--- config.mk ---
export PLATFORM = sky130hd
export DESIGN_NAME = dual_policy_service_queue_core
export DESIGN_NICKNAME = d
export VERILOG_FILES = /design/src/rtl/dpsq_pkg.sv /design/src/rtl/dpsq_ram.sv /design/src/rtl/dual_policy_service_queue_core.sv
export SDC_FILE = /design/constraint.sdc
export NUM_CORES = 2
export LEC_CHECK = 0
export ABC_AREA = 0
export BUFFER_PORTS_ARGS = -buffer_cell sky130_fd_sc_hd__buf_2
export CAP_MARGIN = 20
export CORE_AREA = 2 2 580 582
export CTS_CLUSTER_DIAMETER = 200
export DETAILED_ROUTE_END_ITERATION = 7
export DIE_AREA = 0 0 582 584
export PLACE_DENSITY = 0.64
export SYNTH_ARGS = -nofsm -noshare
export SYNTH_HDL_FRONTEND = slang
export SYNTH_MEMORY_MAX_BITS = 65536
export SYNTH_SLANG_ARGS = --single-unit
--- constraint.sdc ---
create_clock -name clk_i -period 17.4 [get_ports clk_i]
set_input_delay 1.74 -clock clk_i [delete_from_list [all_inputs] [get_ports clk_i]]
set_output_delay 1.74 -clock clk_i [all_outputs]
set_load 0.005 [all_outputs]
--- src/rtl/dpsq_pkg.sv ---
// ----------------------------------------------------------------------------
// dpsq_pkg
// Types and codes of the dual policy service queue.
// ----------------------------------------------------------------------------
`default_nettype none

package dpsq_pkg;

  // request operation codes; any code with bit 1 set serves the richest entry
  localparam logic [1:0] OpInsert = 2'd0;
  localparam logic [1:0] OpOldest = 2'd1;

  typedef enum logic [1:0] {
    StInserted = 2'd0,
    StServed   = 2'd1,
    StEmpty    = 2'd2,
    StFull     = 2'd3
  } status_e;

  typedef enum logic [2:0] {
    SIdle,
    SScan,
    STake,
    SSkipRd,
    SSkipChk,
    SFinish
  } state_e;

  typedef struct packed {
    logic [31:0] value;
    logic [31:0] id;
    logic        waiting;
  } entry_t;

  localparam int unsigned EntryW = $bits(entry_t);

endpackage

`default_nettype wire

--- src/rtl/dpsq_ram.sv ---
// ----------------------------------------------------------------------------
// dpsq_ram
// Generic single write port, single read port RAM with registered read.
// ----------------------------------------------------------------------------
`default_nettype none

module dpsq_ram #(
  parameter int unsigned WIDTH = 8,
  parameter int unsigned DEPTH = 64
) (
  input  wire logic                     clk_i,
  input  wire logic                     we_i,
  input  wire logic [$clog2(DEPTH)-1:0] waddr_i,
  input  wire logic [WIDTH-1:0]         wdata_i,
  input  wire logic [$clog2(DEPTH)-1:0] raddr_i,
  output logic      [WIDTH-1:0]         rdata_o
);

  logic [WIDTH-1:0] mem_q [DEPTH];

  always_ff @(posedge clk_i) begin
    if (we_i) begin
      mem_q[waddr_i] <= wdata_i;
    end
    rdata_o <= mem_q[raddr_i];
  end

endmodule

`default_nettype wire

--- src/rtl/dual_policy_service_queue_core.sv ---
// ----------------------------------------------------------------------------
// dual_policy_service_queue_core
// Arrival-ordered queue served either oldest-first or by largest value.
// ----------------------------------------------------------------------------
// Usage:
//   Request channel (in_valid_i/in_ready_o) carries operation_i and amount_i:
//   insert, serve oldest, or serve richest (any code with bit 1 set).
//   Response channel (out_valid_o/out_ready_i) returns status_o and
//   served_id_o, exactly one response per request, in order.
//   Insert, full and empty requests answer in the cycle after acceptance.
//   Serve oldest scans only the head slot; serve richest scans the span,
//   the number of slots from head to tail. Both then clear the served
//   entry's waiting flag and free the holes at the head. The scan is set by
//   the single RAM read port: it reads one slot per cycle and the compare
//   unit checks one entry per cycle. The block takes no request while a serve
//   is in work. A finished response sits in an output register; the next
//   request is taken as soon as that register is free or being drained.
//   A stalled receiver holds the response and, after a serve, holds the
//   sequencer.
//   Reset empties the queue and restarts arrival numbers at 1; entry storage
//   is not cleared, as only read data from slots inside the span is used.
// ----------------------------------------------------------------------------
`default_nettype none

module dual_policy_service_queue_core #(
  parameter int unsigned DEPTH = 64
) (
  input  wire logic        clk_i,
  input  wire logic        rst_ni,
  input  wire logic        in_valid_i,
  output logic             in_ready_o,
  input  wire logic [1:0]  operation_i,
  input  wire logic [31:0] amount_i,
  output logic             out_valid_o,
  input  wire logic        out_ready_i,
  output logic [1:0]       status_o,
  output logic [31:0]      served_id_o
);

  localparam int unsigned SW = $clog2(DEPTH);
  localparam int unsigned CW = $clog2(DEPTH + 1);
  localparam logic [SW-1:0] LastSlot = SW'(DEPTH - 1);
  localparam logic [CW-1:0] SpanFull = CW'(DEPTH);

  function automatic logic [SW-1:0] slot_next(input logic [SW-1:0] s);
    slot_next = (s == LastSlot) ? '0 : s + SW'(1);
  endfunction

  dpsq_pkg::state_e state_q, state_d;

  logic [SW-1:0] head_q, head_d;
  logic [SW-1:0] tail_q, tail_d;
  logic [CW-1:0] span_q, span_d;
  logic [31:0]   next_id_q, next_id_d;

  logic [SW-1:0] scan_ptr_q, scan_ptr_d;
  logic [CW-1:0] scan_left_q, scan_left_d;
  logic          rd_vld_q, rd_vld_d;
  logic [SW-1:0] rd_slot_q, rd_slot_d;
  logic          found_q, found_d;
  logic [SW-1:0] best_slot_q, best_slot_d;
  logic [31:0]   best_value_q, best_value_d;
  logic [31:0]   best_id_q, best_id_d;

  logic        out_valid_q, out_valid_d;
  logic [1:0]  status_q, status_d;
  logic [31:0] served_id_q, served_id_d;

  logic                         ram_we;
  logic [SW-1:0]                ram_waddr;
  dpsq_pkg::entry_t             ram_wentry;
  logic [SW-1:0]                ram_raddr;
  logic [dpsq_pkg::EntryW-1:0]  ram_rdata;
  dpsq_pkg::entry_t             rd_entry;

  logic out_free;
  logic in_fire;

  assign rd_entry = dpsq_pkg::entry_t'(ram_rdata);
  assign out_free = !out_valid_q || out_ready_i;
  assign in_ready_o = (state_q == dpsq_pkg::SIdle) && out_free;
  assign in_fire = in_valid_i && in_ready_o;

  dpsq_ram #(
    .WIDTH (dpsq_pkg::EntryW),
    .DEPTH (DEPTH)
  ) u_entry_ram (
    .clk_i   (clk_i),
    .we_i    (ram_we),
    .waddr_i (ram_waddr),
    .wdata_i (ram_wentry),
    .raddr_i (ram_raddr),
    .rdata_o (ram_rdata)
  );

  always_comb begin
    state_d      = state_q;
    head_d       = head_q;
    tail_d       = tail_q;
    span_d       = span_q;
    next_id_d    = next_id_q;
    scan_ptr_d   = scan_ptr_q;
    scan_left_d  = scan_left_q;
    rd_vld_d     = 1'b0;
    rd_slot_d    = rd_slot_q;
    found_d      = found_q;
    best_slot_d  = best_slot_q;
    best_value_d = best_value_q;
    best_id_d    = best_id_q;
    out_valid_d  = out_valid_q && !out_ready_i;
    status_d     = status_q;
    served_id_d  = served_id_q;
    ram_we       = 1'b0;
    ram_waddr    = tail_q;
    ram_wentry   = '{value: amount_i, id: next_id_q, waiting: 1'b1};
    ram_raddr    = head_q;

    unique case (state_q)
      dpsq_pkg::SIdle: begin
        if (in_fire) begin
          if (operation_i == dpsq_pkg::OpInsert) begin
            out_valid_d = 1'b1;
            served_id_d = '0;
            if (span_q == SpanFull) begin
              status_d = dpsq_pkg::StFull;
            end else begin
              ram_we    = 1'b1;
              tail_d    = slot_next(tail_q);
              span_d    = span_q + CW'(1);
              next_id_d = next_id_q + 32'd1;
              status_d  = dpsq_pkg::StInserted;
            end
          end else if (span_q == '0) begin
            out_valid_d = 1'b1;
            status_d    = dpsq_pkg::StEmpty;
            served_id_d = '0;
          end else begin
            // the head is always waiting, so serve oldest is a one-slot scan
            scan_ptr_d  = head_q;
            scan_left_d = (operation_i == dpsq_pkg::OpOldest) ? CW'(1) : span_q;
            found_d     = 1'b0;
            state_d     = dpsq_pkg::SScan;
          end
        end
      end

      dpsq_pkg::SScan: begin
        if (scan_left_q != '0) begin
          ram_raddr   = scan_ptr_q;
          rd_slot_d   = scan_ptr_q;
          rd_vld_d    = 1'b1;
          scan_ptr_d  = slot_next(scan_ptr_q);
          scan_left_d = scan_left_q - CW'(1);
        end
        // strict compare keeps the earliest arrival on ties
        if (rd_vld_q && rd_entry.waiting &&
            (!found_q || (rd_entry.value > best_value_q))) begin
          found_d      = 1'b1;
          best_slot_d  = rd_slot_q;
          best_value_d = rd_entry.value;
          best_id_d    = rd_entry.id;
        end
        if ((scan_left_q == '0) && !rd_vld_q) begin
          state_d = dpsq_pkg::STake;
        end
      end

      dpsq_pkg::STake: begin
        ram_we      = 1'b1;
        ram_waddr   = best_slot_q;
        ram_wentry  = '{value: best_value_q, id: best_id_q, waiting: 1'b0};
        state_d     = dpsq_pkg::SSkipRd;
      end

      dpsq_pkg::SSkipRd: begin
        ram_raddr = head_q;
        state_d   = dpsq_pkg::SSkipChk;
      end

      dpsq_pkg::SSkipChk: begin
        // read data belongs to the current head; fetch the following slot ahead
        if ((span_q == '0) || rd_entry.waiting) begin
          state_d = dpsq_pkg::SFinish;
        end else begin
          head_d    = slot_next(head_q);
          span_d    = span_q - CW'(1);
          ram_raddr = slot_next(head_q);
        end
      end

      dpsq_pkg::SFinish: begin
        if (out_free) begin
          out_valid_d = 1'b1;
          status_d    = dpsq_pkg::StServed;
          served_id_d = best_id_q;
          state_d     = dpsq_pkg::SIdle;
        end
      end

      default: begin
        state_d = dpsq_pkg::SIdle;
      end
    endcase
  end

  always_ff @(posedge clk_i or negedge rst_ni) begin
    if (!rst_ni) begin
      state_q     <= dpsq_pkg::SIdle;
      head_q      <= '0;
      tail_q      <= '0;
      span_q      <= '0;
      next_id_q   <= 32'd1;
      scan_left_q <= '0;
      rd_vld_q    <= 1'b0;
      found_q     <= 1'b0;
      out_valid_q <= 1'b0;
    end else begin
      state_q     <= state_d;
      head_q      <= head_d;
      tail_q      <= tail_d;
      span_q      <= span_d;
      next_id_q   <= next_id_d;
      scan_left_q <= scan_left_d;
      rd_vld_q    <= rd_vld_d;
      found_q     <= found_d;
      out_valid_q <= out_valid_d;
    end
  end

  always_ff @(posedge clk_i) begin
    scan_ptr_q   <= scan_ptr_d;
    rd_slot_q    <= rd_slot_d;
    best_slot_q  <= best_slot_d;
    best_value_q <= best_value_d;
    best_id_q    <= best_id_d;
    status_q     <= status_d;
    served_id_q  <= served_id_d;
  end

  assign out_valid_o = out_valid_q;
  assign status_o    = status_q;
  assign served_id_o = served_id_q;

endmodule

`default_nettype wire

==> results_dict.tcl <==
set metrics [dict create \
    drcViolationCount 0 \
    gp_congestion 0.815 \
    pwr-share-clk_pct 29.4 \
    setup_viol_count_final 0 \
    max_freq_ghz 0.131 \
    ys_ff_latch 4405 \
    drtIter0Drc 13900 \
    place_area_um2 174000 \
    grt_pass1_wl_mm 661 \
    worstPathArrival_ns 8.49 \
    cts.path.max_buffers 4 \
    cp_top_family "buffers and inverters" \
    io_buffers 73 \
    max_stage_delay_ns 0.88 \
    slowest_stage "buf_4" \
    power_uw 31700 \
    cts.sinks 4405 \
    final_common_cell "edfxtp_1" \
    syn_area_um2 166000 \
    ctsResizeCount 0 \
    start_util_pct 50.0 \
    cts_hold_buf 0 \
    cts_buffers 428 \
    p_int_uw 22100 \
    finalCritPeriodShare_pct 43.8 \
    synthArstFlopShare_pct 1.45 \
    synth_edf_count 4276 \
    ir_drop_mv 0.299 \
    final-hold-violation-count 0 \
    avgSynthCellArea_um2 22.4 \
    final_cell_mix "edfxtp_1 (4276), mux4_2 (1040), a22oi_1 (521), clkbuf_16 (434), a21oi_1 (283)" \
    cts-root-buf "clkbuf_16" \
    hp-class "reg -> reg" \
    criticalPathCategory "reg -> reg" \
    fin_crit_ns 7.63 \
    postCtsSetupRepairBufs 0 \
    worst_slew_pin_slew_ns 1.23 \
    crit_top_cell "buf_4" \
    drive_gt1_share_pct 26.6 \
    cp_max_fo 111 \
    slew_viol_final 0 \
    clk_pin_slew_ns 0.06 \
    slew_headroom_pct 18.1 \
    routedWlPerCell_um 38.2 \
    p_sw_uw 9610 \
    post-route-util_pct 56.5 \
    final_nets 7903 \
    first_global_vias 82300 \
    dominantRegCellSynth "edfxtp_1" \
    drt_pass1_iterations 6 \
    die_w_um 582 \
    crit_chain "or3b_1 > a31oi_4 > o22ai_1 > a211oi_4 > buf_12 > buf_4 > buf_4 > buf_4 > mux4_2 > a22oi_1 > a21oi_1 > or4_1" \
    via_per_inst 6.78 \
    drv_cap 0 \
    grt_start_max_net_pins 153 \
    fp.coreArea_um2 333000 \
    grt_antenna_before_repair 17 \
    clock_latency_ns 1.00 \
    hpwl_mm 240 \
    required_ns 18.26 \
    rsz0062_at_grt "no" \
    die_h_um 584 \
    p_comb_share_pct 30.8 \
    dieArea_um2 340000 \
    vias 85300 \
    leakagePower_uw 0.0595 \
    synth_cells 7428 \
    rows 212 \
    p_sw_share_pct 30.3 \
    ios 74 \
    seq_area_frac_synth_pct 78.9 \
    fillers 23900 \
    path_buf_inv 4 \
    worstSetupEndpointType "flop" \
    area_growth_syn_to_layout_pct 13.0 \
    setup_tns_ns 0 \
    startpoint_type "flop" \
    routed_wirelength_mm 480 \
    ant_nets 0 \
    globalRouteTotalUtil_pct 28.0 \
    grt_overflow 0 \
    fin_area_um2 188000 \
    synth_nets 7510 \
    seq_power_share_pct 39.8 \
    fin_skew_ns 0.0451 \
    ys.warnings.count 0 \
    p_per_area_nw_per_um2 168 \
    tritoncts "yes" \
    status "complete, no violations" \
    synth_cell_types 57 \
    htreeDepth 5 \
]
## flip-flops by register name, indices dropped and copies added (netlist names)
| name | count |
|---|---|
| found_q | 1 |
| best_slot_q | 6 |
| out_valid_o | 1 |
| u_entry_ram.rdata_o | 65 |
| scan_ptr_q | 6 |
| next_id_q | 32 |
| tail_q | 6 |
| head_q | 6 |
| span_q | 7 |
| scan_left_q | 7 |
| rd_vld_q | 1 |
| u_entry_ram.mem_q | 4160 |
| state_q | 3 |
| best_value_q | 32 |
| best_id_q | 32 |
| served_id_o | 32 |
| rd_slot_q | 6 |
| status_o | 2 |
## cell type report
| type | instances | area [um^2] | area share (%) |
|---|---|---|---|
| tap | 4387 | 5490 | 2.92 |
| antenna | 6 | 15.0 | 0.00798 |
| timing repair buffer | 367 | 3000 | 1.60 |
| clock buffer | 542 | 11500 | 6.12 |
| multi-input combinational | 2573 | 34000 | 18.1 |
| clock inverter | 256 | 2570 | 1.37 |
| inverter | 46 | 180 | 0.0958 |
| sequential | 4405 | 131000 | 69.8 |
## cell families (layout without fill, tap and decap cells)
logic type	Yosys count	in the layout	synth area share (%)
simple gates	512	512	1.50
fa+ha+maj	44	44	0.335
buf+inv	450	1211	1.21
xor+xnor	45	45	0.237
other cells	0	6	0
compound gates	928	928	3.69
flops	4405	4405	78.9
mux	1044	1044	14.1
## metal layers
metal / global-route usage [%] / vias up / wire [um]
met3: 6.32 / 833 / 59700
li1: - / 32400 / -
met2: 42.6 / 5962 / 222000
met4: 8.54 / 2 / 15200
met1: 41.0 / 46100 / 184000
met5: 0 / - / 13
## final timing paths
path,from,endpoint,slack [ns],depth (start not counted)
min in group asynchronous,rst_ni,span_q[4],0.64,1
worst max register to register,state_q[1],u_entry_ram.rdata_o[30],9.77,12
max in group asynchronous,rst_ni,next_id_q[23],15.68,2
worst max-delay path,state_q[1],u_entry_ram.rdata_o[30],9.77,12
worst min register to register,u_entry_ram.rdata_o[8],best_id_q[7],0.40,0
worst min-delay path,u_entry_ram.rdata_o[8],best_id_q[7],0.40,0
## synth_stat cells (4+ instances only)
| cell | n | area (um^2) |
|---|---|---|
| nand2_1 | 213 | 800 |
| or4_1 | 65 | 488 |
| nor2b_1 | 6 | 37.5 |
| nor2_1 | 97 | 364 |
| nand4_1 | 12 | 75.1 |
| o21ai_0 | 65 | 325 |
| clkbuf_1 | 226 | 848 |
| inv_1 | 45 | 169 |
| and2_1 | 37 | 231 |
| buf_2 | 104 | 521 |
| mux2i_1 | 4 | 40.0 |
| xnor2_1 | 35 | 307 |
| buf_6 | 15 | 169 |
| o31ai_1 | 4 | 30.0 |
| nand2b_1 | 7 | 43.8 |
| nand3_1 | 30 | 150 |
| nand3b_1 | 8 | 60.1 |
| nor3_1 | 13 | 65.1 |
| dfxtp_1 | 65 | 1300 |
| a21o_1 | 18 | 135 |
| dfrtp_1 | 63 | 1580 |
| a22oi_1 | 521 | 3910 |
| buf_1 | 39 | 146 |
| mux4_2 | 1040 | 23400 |
| nor4_1 | 5 | 31.3 |
| a21oi_1 | 283 | 1420 |
| xor2_1 | 10 | 87.6 |
| ha_1 | 43 | 538 |
| edfxtp_1 | 4276 | 128000 |
| and3_1 | 8 | 50.1 |
| o21a_1 | 5 | 37.5 |
| a211oi_1 | 6 | 45.0 |
| buf_4 | 20 | 150 |
## worst reg2reg max path, cell delays in order, from the launching register on
cell	delay (ns)
dfrtp_1	0.46
or3b_1	0.78
a31oi_4	0.78
o22ai_1	0.28
a211oi_4	0.30
buf_12	0.70
buf_4	0.99
buf_4	0.77
buf_4	0.89
mux4_2	0.68
a22oi_1	0.23
a21oi_1	0.14
or4_1	0.52
## power groups by stage
stage          Combinational, uW  Clock (uW)  Sequential [uW]
2_1_floorplan               7220           0            12800
3_3_place_gp                9600           0            12800
3_5_place_dp                9750           0            12800
4_1_cts                     9780        9410            12600
5_1_grt                    10400        9810            12600
6_report                    9750        9320            12600
## through the flow
| step | std cells | setup WS (ns) | hold WS [ns] |
|---|---|---|---|
| floorplan | 7428 | 4.16 | 0.386 |
| global placement | 11800 | 9.67 | 0.390 |
| detailed placement | 11800 | 9.59 | 0.389 |
| CTS | 12600 | 9.57 | 0.396 |
| global route | 12600 | 9.14 | 0.406 |
| finish | 12600 | 9.77 | 0.399 |
Power figures use the tool's default switching activity.
